File: src/hw/rtl/plcr_pkg.sv
// types, constants and helpers of the color ramp
package plcr_pkg;

    localparam int MAX_KNOBS  = 16;
    localparam int TABLE_SIZE = 256;
    localparam int FRAC_BITS  = 4;

    localparam int KNOB_AW = $clog2(MAX_KNOBS);
    localparam int POS_W   = 13;
    localparam int COL_W   = 8;
    localparam int LEVEL_W = 9;
    localparam int SLOT_W  = 4;
    localparam int IDX_W   = 8;
    localparam int CNT_W   = 5;
    localparam int NCH     = 4;
    localparam int CH_W    = $clog2(NCH);

    // positions doubled so the sample at i + 0.5 is exact
    localparam int XW     = POS_W + 1;
    localparam int PROD_W = COL_W + XW;
    localparam int REM_W  = PROD_W + 1;
    localparam int STEP_W = $clog2(COL_W);

    localparam logic CMD_WRITE = 1'b0;
    localparam logic CMD_QUERY = 1'b1;

    localparam logic [CH_W-1:0] CH_RED   = CH_W'(0);
    localparam logic [CH_W-1:0] CH_GREEN = CH_W'(1);
    localparam logic [CH_W-1:0] CH_BLUE  = CH_W'(2);
    localparam logic [CH_W-1:0] CH_ALPHA = CH_W'(3);

    typedef logic [COL_W-1:0] color_t;

    typedef struct packed {
        logic [POS_W-1:0]      pos;
        color_t [NCH-1:0]      col;
    } knob_t;

    typedef enum logic [3:0] {
        ST_IDLE,
        ST_FIRST,
        ST_LAST,
        ST_SEARCH,
        ST_BLEND,
        ST_MULA,
        ST_MULB,
        ST_DIVI,
        ST_DIV,
        ST_FIN
    } state_t;

    // knob height to opacity
    function automatic color_t clamp_level(input logic [LEVEL_W-1:0] lv);
        color_t r;
        if (lv > LEVEL_W'({COL_W{1'b1}})) begin
            r = '1;
        end else begin
            r = lv[COL_W-1:0];
        end
        return r;
    endfunction

endpackage

File: src/hw/rtl/plcr_ram.sv
// generic single-write, single-read ram with registered read data
module plcr_ram #(
    parameter int WIDTH = 8,
    parameter int DEPTH = 16
) (
    input  logic                     aclk,
    input  logic                     we,
    input  logic [$clog2(DEPTH)-1:0] waddr,
    input  logic [WIDTH-1:0]         wdata,
    input  logic [$clog2(DEPTH)-1:0] raddr,
    output logic [WIDTH-1:0]         rdata
);

    logic [WIDTH-1:0] mem [DEPTH];
    logic [WIDTH-1:0] rdata_reg;

    always_ff @(posedge aclk) begin
        if (we) begin
            mem[waddr] <= wdata;
        end
        rdata_reg <= mem[raddr];
    end

    assign rdata = rdata_reg;

endmodule

File: src/hw/rtl/piecewise_linear_color_ramp_top.sv
// color ramp top: knob store, segment search and shared multiply/divide sequencer
// a knob write is taken with s_ready left high, so writes can go back to back
// a query holds s_ready low until its word leaves; it reads knob 0, then the last knob, and
// gives the end color if the sample lies outside them; else it walks knob by knob to the
// segment, blending each channel by multiply and divide; a stalled word adds its wait
// synchronous active-low reset clears sequencer and output valid, knob_count to 2, store kept
module piecewise_linear_color_ramp_top (
    input  logic                       aclk,
    input  logic                       aresetn,
    // configuration
    input  logic                       cfg_valid,
    output logic                       cfg_ready,
    input  logic [plcr_pkg::CNT_W-1:0] cfg_knob_count,
    // input words
    input  logic                         s_valid,
    output logic                         s_ready,
    input  logic                         s_command,
    input  logic [plcr_pkg::SLOT_W-1:0]  s_knob_slot,
    input  logic [plcr_pkg::POS_W-1:0]   s_knob_position,
    input  logic [plcr_pkg::COL_W-1:0]   s_knob_red,
    input  logic [plcr_pkg::COL_W-1:0]   s_knob_green,
    input  logic [plcr_pkg::COL_W-1:0]   s_knob_blue,
    input  logic [plcr_pkg::LEVEL_W-1:0] s_knob_level,
    input  logic [plcr_pkg::IDX_W-1:0]   s_query_index,
    // result words
    output logic                         m_valid,
    input  logic                         m_ready,
    output logic [plcr_pkg::IDX_W-1:0]   m_entry_index,
    output logic [plcr_pkg::COL_W-1:0]   m_out_red,
    output logic [plcr_pkg::COL_W-1:0]   m_out_green,
    output logic [plcr_pkg::COL_W-1:0]   m_out_blue,
    output logic [plcr_pkg::COL_W-1:0]   m_out_alpha
);

    import plcr_pkg::*;

    // control state
    state_t           state_reg, state_next;
    logic             m_valid_reg, m_valid_next;
    logic [CNT_W-1:0] knob_count_reg;

    // working registers of the current query
    logic [IDX_W-1:0]   idx_reg, idx_next;
    logic [XW-1:0]      x_reg, x_next;
    logic [KNOB_AW-1:0] nlast_reg, nlast_next;
    logic [KNOB_AW-1:0] j_reg, j_next;
    knob_t              prev_reg, prev_next;
    knob_t              cur_reg, cur_next;
    logic [XW-1:0]      d_reg, d_next;
    logic [XW-1:0]      wl_reg, wl_next;
    logic [XW-1:0]      wr_reg, wr_next;
    logic [CH_W-1:0]    ch_reg, ch_next;
    logic [PROD_W-1:0]  acc_reg, acc_next;
    logic [REM_W-1:0]   rem_reg, rem_next;
    logic [PROD_W-1:0]  div_reg, div_next;
    logic [COL_W-1:0]   q_reg, q_next;
    logic [STEP_W-1:0]  step_reg, step_next;
    color_t [NCH-1:0]   res_reg, res_next;

    // output register
    logic [IDX_W-1:0]   m_idx_reg, m_idx_next;
    color_t [NCH-1:0]   m_col_reg, m_col_next;

    // knob store
    logic               ram_we;
    logic [KNOB_AW-1:0] ram_waddr;
    knob_t              ram_wdata;
    logic [KNOB_AW-1:0] ram_raddr;
    logic [$bits(knob_t)-1:0] ram_rdata;
    knob_t              kd;

    // helpers
    logic               s_accept;
    logic [IDX_W-1:0]   idx_in;
    logic [XW-1:0]      x0, x1, kx;
    logic               div_ge;
    logic [CH_W-1:0]    ch;
    logic [COL_W:0]     mid_sum;

    assign s_accept  = s_valid && s_ready;
    assign cfg_ready = 1'b1;
    assign s_ready   = (state_reg == ST_IDLE);

    // out-of-range slots are dropped
    always_comb begin
        ram_we          = s_accept && (s_command == CMD_WRITE) && (int'(s_knob_slot) < MAX_KNOBS);
        ram_waddr       = KNOB_AW'(s_knob_slot);
        ram_wdata.pos   = s_knob_position;
        ram_wdata.col[CH_RED]   = s_knob_red;
        ram_wdata.col[CH_GREEN] = s_knob_green;
        ram_wdata.col[CH_BLUE]  = s_knob_blue;
        ram_wdata.col[CH_ALPHA] = clamp_level(s_knob_level);
    end

    plcr_ram #(
        .WIDTH ($bits(knob_t)),
        .DEPTH (MAX_KNOBS)
    ) u_knob_ram (
        .aclk  (aclk),
        .we    (ram_we),
        .waddr (ram_waddr),
        .wdata (ram_wdata),
        .raddr (ram_raddr),
        .rdata (ram_rdata)
    );

    assign kd     = knob_t'(ram_rdata);
    assign kx     = {kd.pos, 1'b0};
    assign x0     = {prev_reg.pos, 1'b0};
    assign x1     = {cur_reg.pos, 1'b0};
    assign idx_in = IDX_W'(32'(s_query_index) % TABLE_SIZE);
    assign div_ge = rem_reg >= REM_W'(div_reg);

    always_comb begin
        state_next   = state_reg;
        m_valid_next = m_valid_reg && !m_ready;
        idx_next     = idx_reg;
        x_next       = x_reg;
        nlast_next   = nlast_reg;
        j_next       = j_reg;
        prev_next    = prev_reg;
        cur_next     = cur_reg;
        d_next       = d_reg;
        wl_next      = wl_reg;
        wr_next      = wr_reg;
        ch_next      = ch_reg;
        acc_next     = acc_reg;
        rem_next     = rem_reg;
        div_next     = div_reg;
        q_next       = q_reg;
        step_next    = step_reg;
        res_next     = res_reg;
        m_idx_next   = m_idx_reg;
        m_col_next   = m_col_reg;
        ram_raddr    = '0;
        ch           = ch_reg;
        mid_sum      = '0;

        case (state_reg)
            ST_IDLE: begin
                // query: latch the sample point and the clamped last knob, read knob 0
                if (s_accept && (s_command == CMD_QUERY)) begin
                    idx_next = idx_in;
                    x_next   = XW'(((32'(idx_in) << 1) + 32'd1) << FRAC_BITS);
                    if (knob_count_reg < CNT_W'(2)) begin
                        nlast_next = KNOB_AW'(1);
                    end else if (int'(knob_count_reg) > MAX_KNOBS) begin
                        nlast_next = KNOB_AW'(MAX_KNOBS - 1);
                    end else begin
                        nlast_next = KNOB_AW'(knob_count_reg - CNT_W'(1));
                    end
                    ram_raddr  = '0;
                    state_next = ST_FIRST;
                end
            end
            ST_FIRST: begin
                // knob 0 on the read port
                prev_next = kd;
                if (x_reg < kx) begin
                    res_next   = kd.col;
                    state_next = ST_FIN;
                end else begin
                    ram_raddr  = nlast_reg;
                    state_next = ST_LAST;
                end
            end
            ST_LAST: begin
                // last knob on the read port
                if (x_reg > kx) begin
                    res_next   = kd.col;
                    state_next = ST_FIN;
                end else begin
                    j_next     = KNOB_AW'(1);
                    ram_raddr  = KNOB_AW'(1);
                    state_next = ST_SEARCH;
                end
            end
            ST_SEARCH: begin
                // knob j on the read port; walk right until it reaches the sample
                if ((j_reg != nlast_reg) && (x_reg > kx)) begin
                    prev_next = kd;
                    j_next    = j_reg + KNOB_AW'(1);
                    ram_raddr = j_reg + KNOB_AW'(1);
                end else begin
                    cur_next   = kd;
                    state_next = ST_BLEND;
                end
            end
            ST_BLEND: begin
                if (x1 <= x0) begin
                    // coincident or out-of-order knobs: rounded midpoint
                    for (int c = 0; c < NCH; c++) begin
                        mid_sum     = {1'b0, prev_reg.col[c]} + {1'b0, cur_reg.col[c]}
                                      + (COL_W+1)'(1);
                        res_next[c] = mid_sum[COL_W:1];
                    end
                    state_next = ST_FIN;
                end else if (x_reg <= x0) begin
                    res_next   = prev_reg.col;
                    state_next = ST_FIN;
                end else if (x_reg >= x1) begin
                    res_next   = cur_reg.col;
                    state_next = ST_FIN;
                end else begin
                    d_next     = x1 - x0;
                    wl_next    = x_reg - x0;
                    wr_next    = x1 - x_reg;
                    ch_next    = CH_RED;
                    state_next = ST_MULA;
                end
            end
            ST_MULA: begin
                acc_next   = PROD_W'(prev_reg.col[ch]) * PROD_W'(wr_reg);
                state_next = ST_MULB;
            end
            ST_MULB: begin
                acc_next   = acc_reg + PROD_W'(cur_reg.col[ch]) * PROD_W'(wl_reg);
                state_next = ST_DIVI;
            end
            ST_DIVI: begin
                // numerator 2*num + d, divisor 2*d aligned to the top quotient bit
                rem_next   = {acc_reg, 1'b0} + REM_W'(d_reg);
                div_next   = {d_reg, COL_W'(0)};
                q_next     = '0;
                step_next  = STEP_W'(COL_W - 1);
                state_next = ST_DIV;
            end
            ST_DIV: begin
                // one restoring quotient bit per cycle
                if (div_ge) begin
                    rem_next = rem_reg - REM_W'(div_reg);
                end
                q_next    = {q_reg[COL_W-2:0], div_ge};
                div_next  = div_reg >> 1;
                step_next = step_reg - STEP_W'(1);
                if (step_reg == '0) begin
                    res_next[ch] = {q_reg[COL_W-2:0], div_ge};
                    if (ch_reg == CH_ALPHA) begin
                        state_next = ST_FIN;
                    end else begin
                        ch_next    = ch_reg + CH_W'(1);
                        state_next = ST_MULA;
                    end
                end
            end
            ST_FIN: begin
                // hand over once the output register is free
                if (!m_valid_reg || m_ready) begin
                    m_valid_next = 1'b1;
                    m_idx_next   = idx_reg;
                    m_col_next   = res_reg;
                    state_next   = ST_IDLE;
                end
            end
            default: begin
                state_next = ST_IDLE;
            end
        endcase
    end

    // control registers
    always_ff @(posedge aclk) begin
        if (!aresetn) begin
            state_reg      <= ST_IDLE;
            m_valid_reg    <= 1'b0;
            knob_count_reg <= CNT_W'(2);
        end else begin
            state_reg   <= state_next;
            m_valid_reg <= m_valid_next;
            if (cfg_valid && cfg_ready) begin
                knob_count_reg <= cfg_knob_count;
            end
        end
    end

    // datapath registers
    always_ff @(posedge aclk) begin
        idx_reg   <= idx_next;
        x_reg     <= x_next;
        nlast_reg <= nlast_next;
        j_reg     <= j_next;
        prev_reg  <= prev_next;
        cur_reg   <= cur_next;
        d_reg     <= d_next;
        wl_reg    <= wl_next;
        wr_reg    <= wr_next;
        ch_reg    <= ch_next;
        acc_reg   <= acc_next;
        rem_reg   <= rem_next;
        div_reg   <= div_next;
        q_reg     <= q_next;
        step_reg  <= step_next;
        res_reg   <= res_next;
        m_idx_reg <= m_idx_next;
        m_col_reg <= m_col_next;
    end

    assign m_valid       = m_valid_reg;
    assign m_entry_index = m_idx_reg;
    assign m_out_red     = m_col_reg[CH_RED];
    assign m_out_green   = m_col_reg[CH_GREEN];
    assign m_out_blue    = m_col_reg[CH_BLUE];
    assign m_out_alpha   = m_col_reg[CH_ALPHA];

endmodule

File: config.mk
export PLATFORM = sky130hd
export DESIGN_NAME = piecewise_linear_color_ramp_top
export DESIGN_NICKNAME = d
export VERILOG_FILES = /design/src/hw/rtl/plcr_pkg.sv /design/src/hw/rtl/plcr_ram.sv /design/src/hw/rtl/piecewise_linear_color_ramp_top.sv
export SDC_FILE = /design/constraint.sdc
export NUM_CORES = 2
export LEC_CHECK = 0
export BUFFER_PORTS_ARGS = -buffer_cell sky130_fd_sc_hd__buf_2
export CELL_PAD_IN_SITES_DETAIL_PLACEMENT = 1
export CELL_PAD_IN_SITES_GLOBAL_PLACEMENT = 2
export CORE_MARGIN = 2
export CORE_UTILIZATION = 40
export CTS_CLUSTER_DIAMETER = 60
export DETAILED_ROUTE_END_ITERATION = 6
export PLACE_DENSITY = 0.7
export SYNTH_ARGS = -nofsm -noshare
export SYNTH_HDL_FRONTEND = slang
export SYNTH_SLANG_ARGS = --single-unit
File: constraint.sdc
create_clock -name aclk -period 6.9 [get_ports aclk]
set_input_delay 1.035 -clock aclk [delete_from_list [all_inputs] [get_ports aclk]]
set_output_delay 1.035 -clock aclk [all_outputs]
set_load 0.1 [all_outputs]
After elaboration in Yosys (flattened, before gate mapping). Memory sizes are Yosys's and may differ from the RTL's. A register that Yosys moved wholly into a read port is not among the register bits. Index checks and enable logic that the tools add are counted. W data, S select, Z words.

Bits in writable memories: 720. Word-level logic and storage cells: 179. Bits in registers: 319. Memories: 1. Input bits: 69.

Add/sub/neg operators: 19. Reductions and logical operators: 28. Equality and inequality tests: 25. Multiplexer cells: 52. Magnitude comparators: 11. Bitwise logic cells: 5. $mul: 2.

Memory list: u_knob_ram.mem (words 16, bits a word 45, read ports 1, clocked after memory_dff 1, write ports 1, line plcr_ram.sv:14) `logic [WIDTH-1:0] mem [DEPTH];`.

Operators by type and width (count): $mux W32 (6); $pmux W32 S4 (1); $pmux W45 S2 (1); $pmux W22 S2 (2); $mux W4 (15); $pmux W23 S2 (1); $mux W45 (1); $mul A8 B14 Y22 (2); $sub A14 B14 Y14 (3); $pmux W4 S10 (1); $add A8 B8 Y9 (4); $add A9 B1 Y9 const B (4); $bmux W8 S2 (2); $bwmux W32 (1); $mux W8 (4); $le A14 B14 Y1 (2); $ne A2 B2 Y1 const B (12); $add A23 B14 Y23 (1); $ge A23 B22 Y1 (1); $mux W23 (1); $sub A23 B22 Y23 (1); $add A22 B22 Y22 (1); $demux W8 S2 (1); $eq A4 B3 Y1 const B (4); other kinds (41) (70).

Logic depth before layout (Yosys ltp).
Depth after elaboration: 7. Gate-level depth with buffers: 24.

Hierarchy. From an unflattened synthesis, not the netlist that was laid out.

Cell total of the unflattened synthesis: 3473. Area total of the unflattened synthesis: 52525.4 µm².

Modules (own cells, without submodules): plcr_ram (seq. area each 22521.6 µm², instances 1, area each 28220.8 µm², cells an instance 1166); piecewise_linear_color_ramp_top (seq. area each 9058.7 µm², instances 1, area each 24304.6 µm², cells an instance 2307).

Worst setup path after synthesis. Ideal clock, no wire load.

Path type: register -> register. Start point: reg state_reg[0]. End point: mem u_knob_ram.mem[0][0] (netlist name) (enable). Cell stages (with the launch flop): 6. Setup time: 0.504 ns. Slack: -1.015 ns. Data required time: 6.396 ns. Data arrival time: 7.411 ns. Clock period less this slack: 7.915 ns. Buffers on the path: 1. Path through: dfxtp_1 -> clkbuf_1 -> nor4_1 -> nand2_1 -> or4_1 -> nor3_1.

Cells in the longest elaborated chain, start to end: 5.

Ends and longest elaborated chain: start: declaration (line piecewise_linear_color_ramp_top.sv:38) `state_t state_reg, state_next;`; start signal: assignment (line piecewise_linear_color_ramp_top.sv:268) `state_reg <= state_next;`; $logic_not A4 Y1 (line piecewise_linear_color_ramp_top.sv:82) `assign s_ready = (state_reg == ST_IDLE);`; net s_ready (line piecewise_linear_color_ramp_top.sv:16) `output logic s_ready,`; $logic_and A1 B1 Y1 (line piecewise_linear_color_ramp_top.sv:80) `assign s_accept = s_valid && s_ready;`; $logic_and A1 B1 Y1 (line piecewise_linear_color_ramp_top.sv:86) `ram_we = s_accept && (s_command == CMD_WRITE) && (int'(s_knob_slot) < MAX_KNOBS);`; $mux W1 (line plcr_ram.sv:18) `if (we) begin`; $mux W1 (implied by the code) (line plcr_ram.sv:19) `mem[waddr] <= wdata;`; end: declaration (line plcr_ram.sv:14).

The timed path passes the listed nets, and every way through them passes these cells.

Worst setup path in the final report.
Start point: reg ch_reg[1], in the netlist ch[1]. End point: reg acc_reg[21], data pin.

Cells in the longest elaborated chain, start to end: 5.

Ends and longest elaborated chain: start: declaration (line piecewise_linear_color_ramp_top.sv:52) `logic [CH_W-1:0] ch_reg, ch_next;`; start signal: assignment (line piecewise_linear_color_ramp_top.sv:287) `ch_reg <= ch_next;`; $bmux W8 S2 (line piecewise_linear_color_ramp_top.sv:217) `acc_next = acc_reg + PROD_W'(cur_reg.col[ch]) * PROD_W'(wl_reg);`; $mux W8 (implied by the code) (line piecewise_linear_color_ramp_top.sv:217); $mul A8 B14 Y22 (line piecewise_linear_color_ramp_top.sv:217); $add A22 B22 Y22 (line piecewise_linear_color_ramp_top.sv:217); $pmux W22 S2 (*) (line piecewise_linear_color_ramp_top.sv:139) `case (state_reg)`; net acc_next[21] (line piecewise_linear_color_ramp_top.sv:53) `logic [PROD_W-1:0] acc_reg, acc_next;`; end signal: assignment (line piecewise_linear_color_ramp_top.sv:288) `acc_reg <= acc_next;`; end: declaration (line piecewise_linear_color_ramp_top.sv:53).

The timed path passes the listed nets; every way through them passes the cells marked *. The select of a mux whose other input is x is not followed. A chain may end at the register's enable or synchronous reset.

==> impl_metrics.tcl <==
set metrics [dict create \
    ys_async_sr_fraction 0 \
    largest_register_ffs 720 \
    ctsResizeCount 0 \
    hold_viol_final 0 \
    grt_pass1_vias 32700 \
    fmaxAchievable_ghz 0.163 \
    setup_viol 0 \
    min_path_type "flip-flop to flip-flop" \
    ys_seq_elements 1070 \
    synth_warnings 0 \
    fin_worst_skew_ns 0.0499 \
    first_iter_violations 1722 \
    core_um2 133000 \
    final_util 0.455 \
    r2r-start "ch[1]" \
    required_ns 7.37 \
    synth_edf_count 1015 \
    postCtsHoldBufs 0 \
    cts_buffer_depth 3 \
    start_util 0.403 \
    grt_usage 0.215 \
    clk_pin_slew_ns 0.05 \
    dieArea_um2 137000 \
    area_growth_pct 13.0 \
    max_slew_margin 0.254 \
    synth-main-ff-cell "edfxtp_1" \
    layout_min_cycle_time_ns 6.15 \
    portBuffers 110 \
    status "completed" \
    clk_latency_ns 0.78 \
    fin_crit_sh 0.891 \
    vias 30600 \
    fp.dieW_um 370 \
    final_layout_size_suffix_gt1_frac 0.106 \
    detail-route-antenna-nets 0 \
    synth_cells 3779 \
    fp-row-count 134 \
    power.density_nw_per_um2 287 \
    leakagePower_nw 24.3 \
    wl_um 146000 \
    reg2reg_to "acc_reg[21]" \
    cp_common_cell "fa_1" \
    nNetsFinal 4358 \
    die_y_um 370 \
    cp.arrival_ns 6.61 \
    reg2reg_slack_ns 0.75 \
    syn-cell-area_um2 53700 \
    crit_type "flip-flop to flip-flop" \
    antenna_found_initial 11 \
    drt-pass1-iter-count 5 \
    worst_path_largest_cell_delay_ns 0.86 \
    cp-end-kind "flip-flop" \
    grt_pass1_wl_um 216000 \
    vdd_ir_drop_max_v 0.000263 \
    syn_area_per_cell_um2 14.2 \
    yosysSeqAreaShare 0.588 \
    htree_levels 4 \
    cts_root_buf "clkbuf_16" \
    hpwl_um 97600 \
    worstPathCellList "mux4_2 > and2_1 > fa_1 > fa_1 > fa_1 > inv_1 > fa_1 > inv_1 > ha_1 > nand4_1 > nor3_1 > nor2_1 > a311oi_1 > and4_1 > nor4_1 > o31ai_1 > xnor2_1 > mux2i_1" \
    numClockSinks 1070 \
    drc_errors 0 \
    critPathSlowestCell "edfxtp_1" \
    slew_viol_final 0 \
    crit_path_max_fanout 19 \
    grt_max_degree 92 \
    cts_buffers 130 \
    overflow 0 \
    wl_per_cell_um 25.1 \
    cp-start-kind "flip-flop" \
    crit_end "acc_reg[21]" \
    rsz0062_at_grt "false" \
    r2r_cells 18 \
    viasPerCell 5.26 \
    finalSetupTns_ns 0 \
    post_cts_buffers 0 \
    setup.worst_path.start "ch[1]" \
    cts_tree "built" \
    synthesis.nets 4196 \
    synthDistinctLibCells 67 \
    place.gp.congestion 0.851 \
    maxCapViolations 0 \
    n_fill_cell 13300 \
    io_pins 112 \
    top_register "u_knob_ram.mem" \
    tightestPinTransition_ns 1.12 \
]
==> layer usage <==
layer | up-vias | share of wire | global-route usage | wire (µm)
li1 | 14100 | - | - | -
met1 | 15800 | 0.44 | 0.276 | 64000
met2 | 483 | 0.50 | 0.373 | 73500
met3 | 196 | 0.032 | 0.0293 | 4610
met4 | 8 | 0.028 | 0.0695 | 4140
met5 | - | 0.00038 | 0 | 55
==> area by class of cell <==
cell class	count	area (µm²)	share of cell area
inverter	307	1150	0.0190
timing repair buffer	168	1070	0.0177
multi-input combinational	2264	20400	0.337
tap	1768	2210	0.0365
clock buffer	159	3410	0.0563
antenna	3	7.51	0.000124
clock inverter	80	769	0.0127
sequential	1070	31600	0.521
==> through the flow <==
step | worst slack, ns | instance area, µm² | hold slack (ns) | std cells | total power, mW
2_1_floorplan | 0.204 | 53700 | 0.417 | 3779 | 9.83
3_3_place_gp | 0.819 | 56500 | 0.434 | 5577 | 10.9
3_5_place_dp | 0.789 | 56500 | 0.441 | 5577 | 11.0
4_1_cts | 0.740 | 60600 | 0.378 | 5816 | 17.6
5_1_grt | 0.286 | 60600 | 0.395 | 5816 | 18.2
6_report | 0.754 | 60600 | 0.434 | 5819 | 17.4
==> report_power, final <==
| group | switching (mW) | total, mW | internal, mW |
|---|---|---|---|
| combinational | 2.00 | 3.20 | 1.20 |
| clock | 2.83 | 6.58 | 3.74 |
| sequential | 0.179 | 7.63 | 7.46 |
| total | 5.01 | 17.4 | 12.4 |
==> critical path: cells and delay by family, from the launching register on <==
kind / cells / cell delay, ns
compound gates: 2 / 0.63
xor+xnor: 1 / 0.16
fa+ha+maj: 5 / 2.42
buf+inv: 2 / 0.10
flops: 1 / 0.86
mux: 2 / 0.67
simple gates: 6 / 0.97
==> worst min-delay path by stage <==
stage	from	to	slack [ns]	depth (start not counted)
6_report	res_reg[26]	m_out_alpha[2]	0.43	0
5_1_grt	s_query_index[6]	x_reg[11]	0.40	1
4_1_cts	s_query_index[6]	x_reg[11]	0.38	1
3_5_place_dp	res_reg[16]	m_out_blue[0]	0.44	0
3_3_place_gp	u_knob_ram.rdata[41]	prev_reg[41]	0.43	0
2_1_floorplan	u_knob_ram.rdata[32]	cur_reg[32]	0.42	0
==> kinds of logic after synthesis <==
group | share of synthesized area
and+or+nand+nor | 0.0604
buffers and inverters | 0.0353
muxes | 0.145
AOI/OAI and AO/OA | 0.0481
other | 0.0000699
DFF | 0.588
adders and majority gates | 0.103
xor gates and xnor gates | 0.0196
==> Yosys cell counts, drive strengths merged (4+ instances only) <==
library cell	count	area share
mux2	10	0.0021
clkbuf	52	0.0036
edfxtp	1015	0.57
xor2	44	0.0072
a31oi	8	0.00093
a211oi	19	0.0027
o221ai	29	0.0047
mux4	16	0.0067
nand3b	5	0.00070
and3	17	0.0020
a21oi	127	0.012
a221oi	4	0.00065
a21o	60	0.0084
dfxtp	55	0.021
nand2b	33	0.0038
a311oi	4	0.00065
and2	152	0.018
or4	4	0.00056
buf	86	0.010
nand2	147	0.010
nor2	149	0.010
or3	8	0.00093
ha	189	0.044
o21bai	10	0.0014
inv	307	0.021
nor4	8	0.0010
nor3	35	0.0033
nor2b	24	0.0028
mux2i	729	0.14
a221o	4	0.00075
o21ai	74	0.0070
or2	14	0.0016
o211ai	6	0.00093
a21boi	6	0.00084
nand4	18	0.0021
fa	159	0.059
o21a	14	0.0020
nand3	20	0.0019
o31ai	10	0.0014
xnor2	76	0.012
==> cell usage in the layout, fill, tap and decap left out, types with 17 or more instances in the layout <==
cell type	count
nor2b_1	23
clkinv_1	26
a21o_1	60
a21oi_1	125
buf_4	51
nand2_1	145
xor2_1	44
and3_1	17
and2_1	152
clkbuf_16	131
nand4_1	18
buf_2	110
inv_1	307
mux2i_1	729
clkinv_2	20
o221ai_1	29
nand2b_1	31
nor2_1	132
edfxtp_1	1015
nor3_1	29
fa_1	159
a211oi_1	19
dfxtp_1	55
ha_1	189
o21ai_0	72
nand3_1	20
clkbuf_1	25
xnor2_1	76
Note: power is estimated with default switching activity, not from simulation.
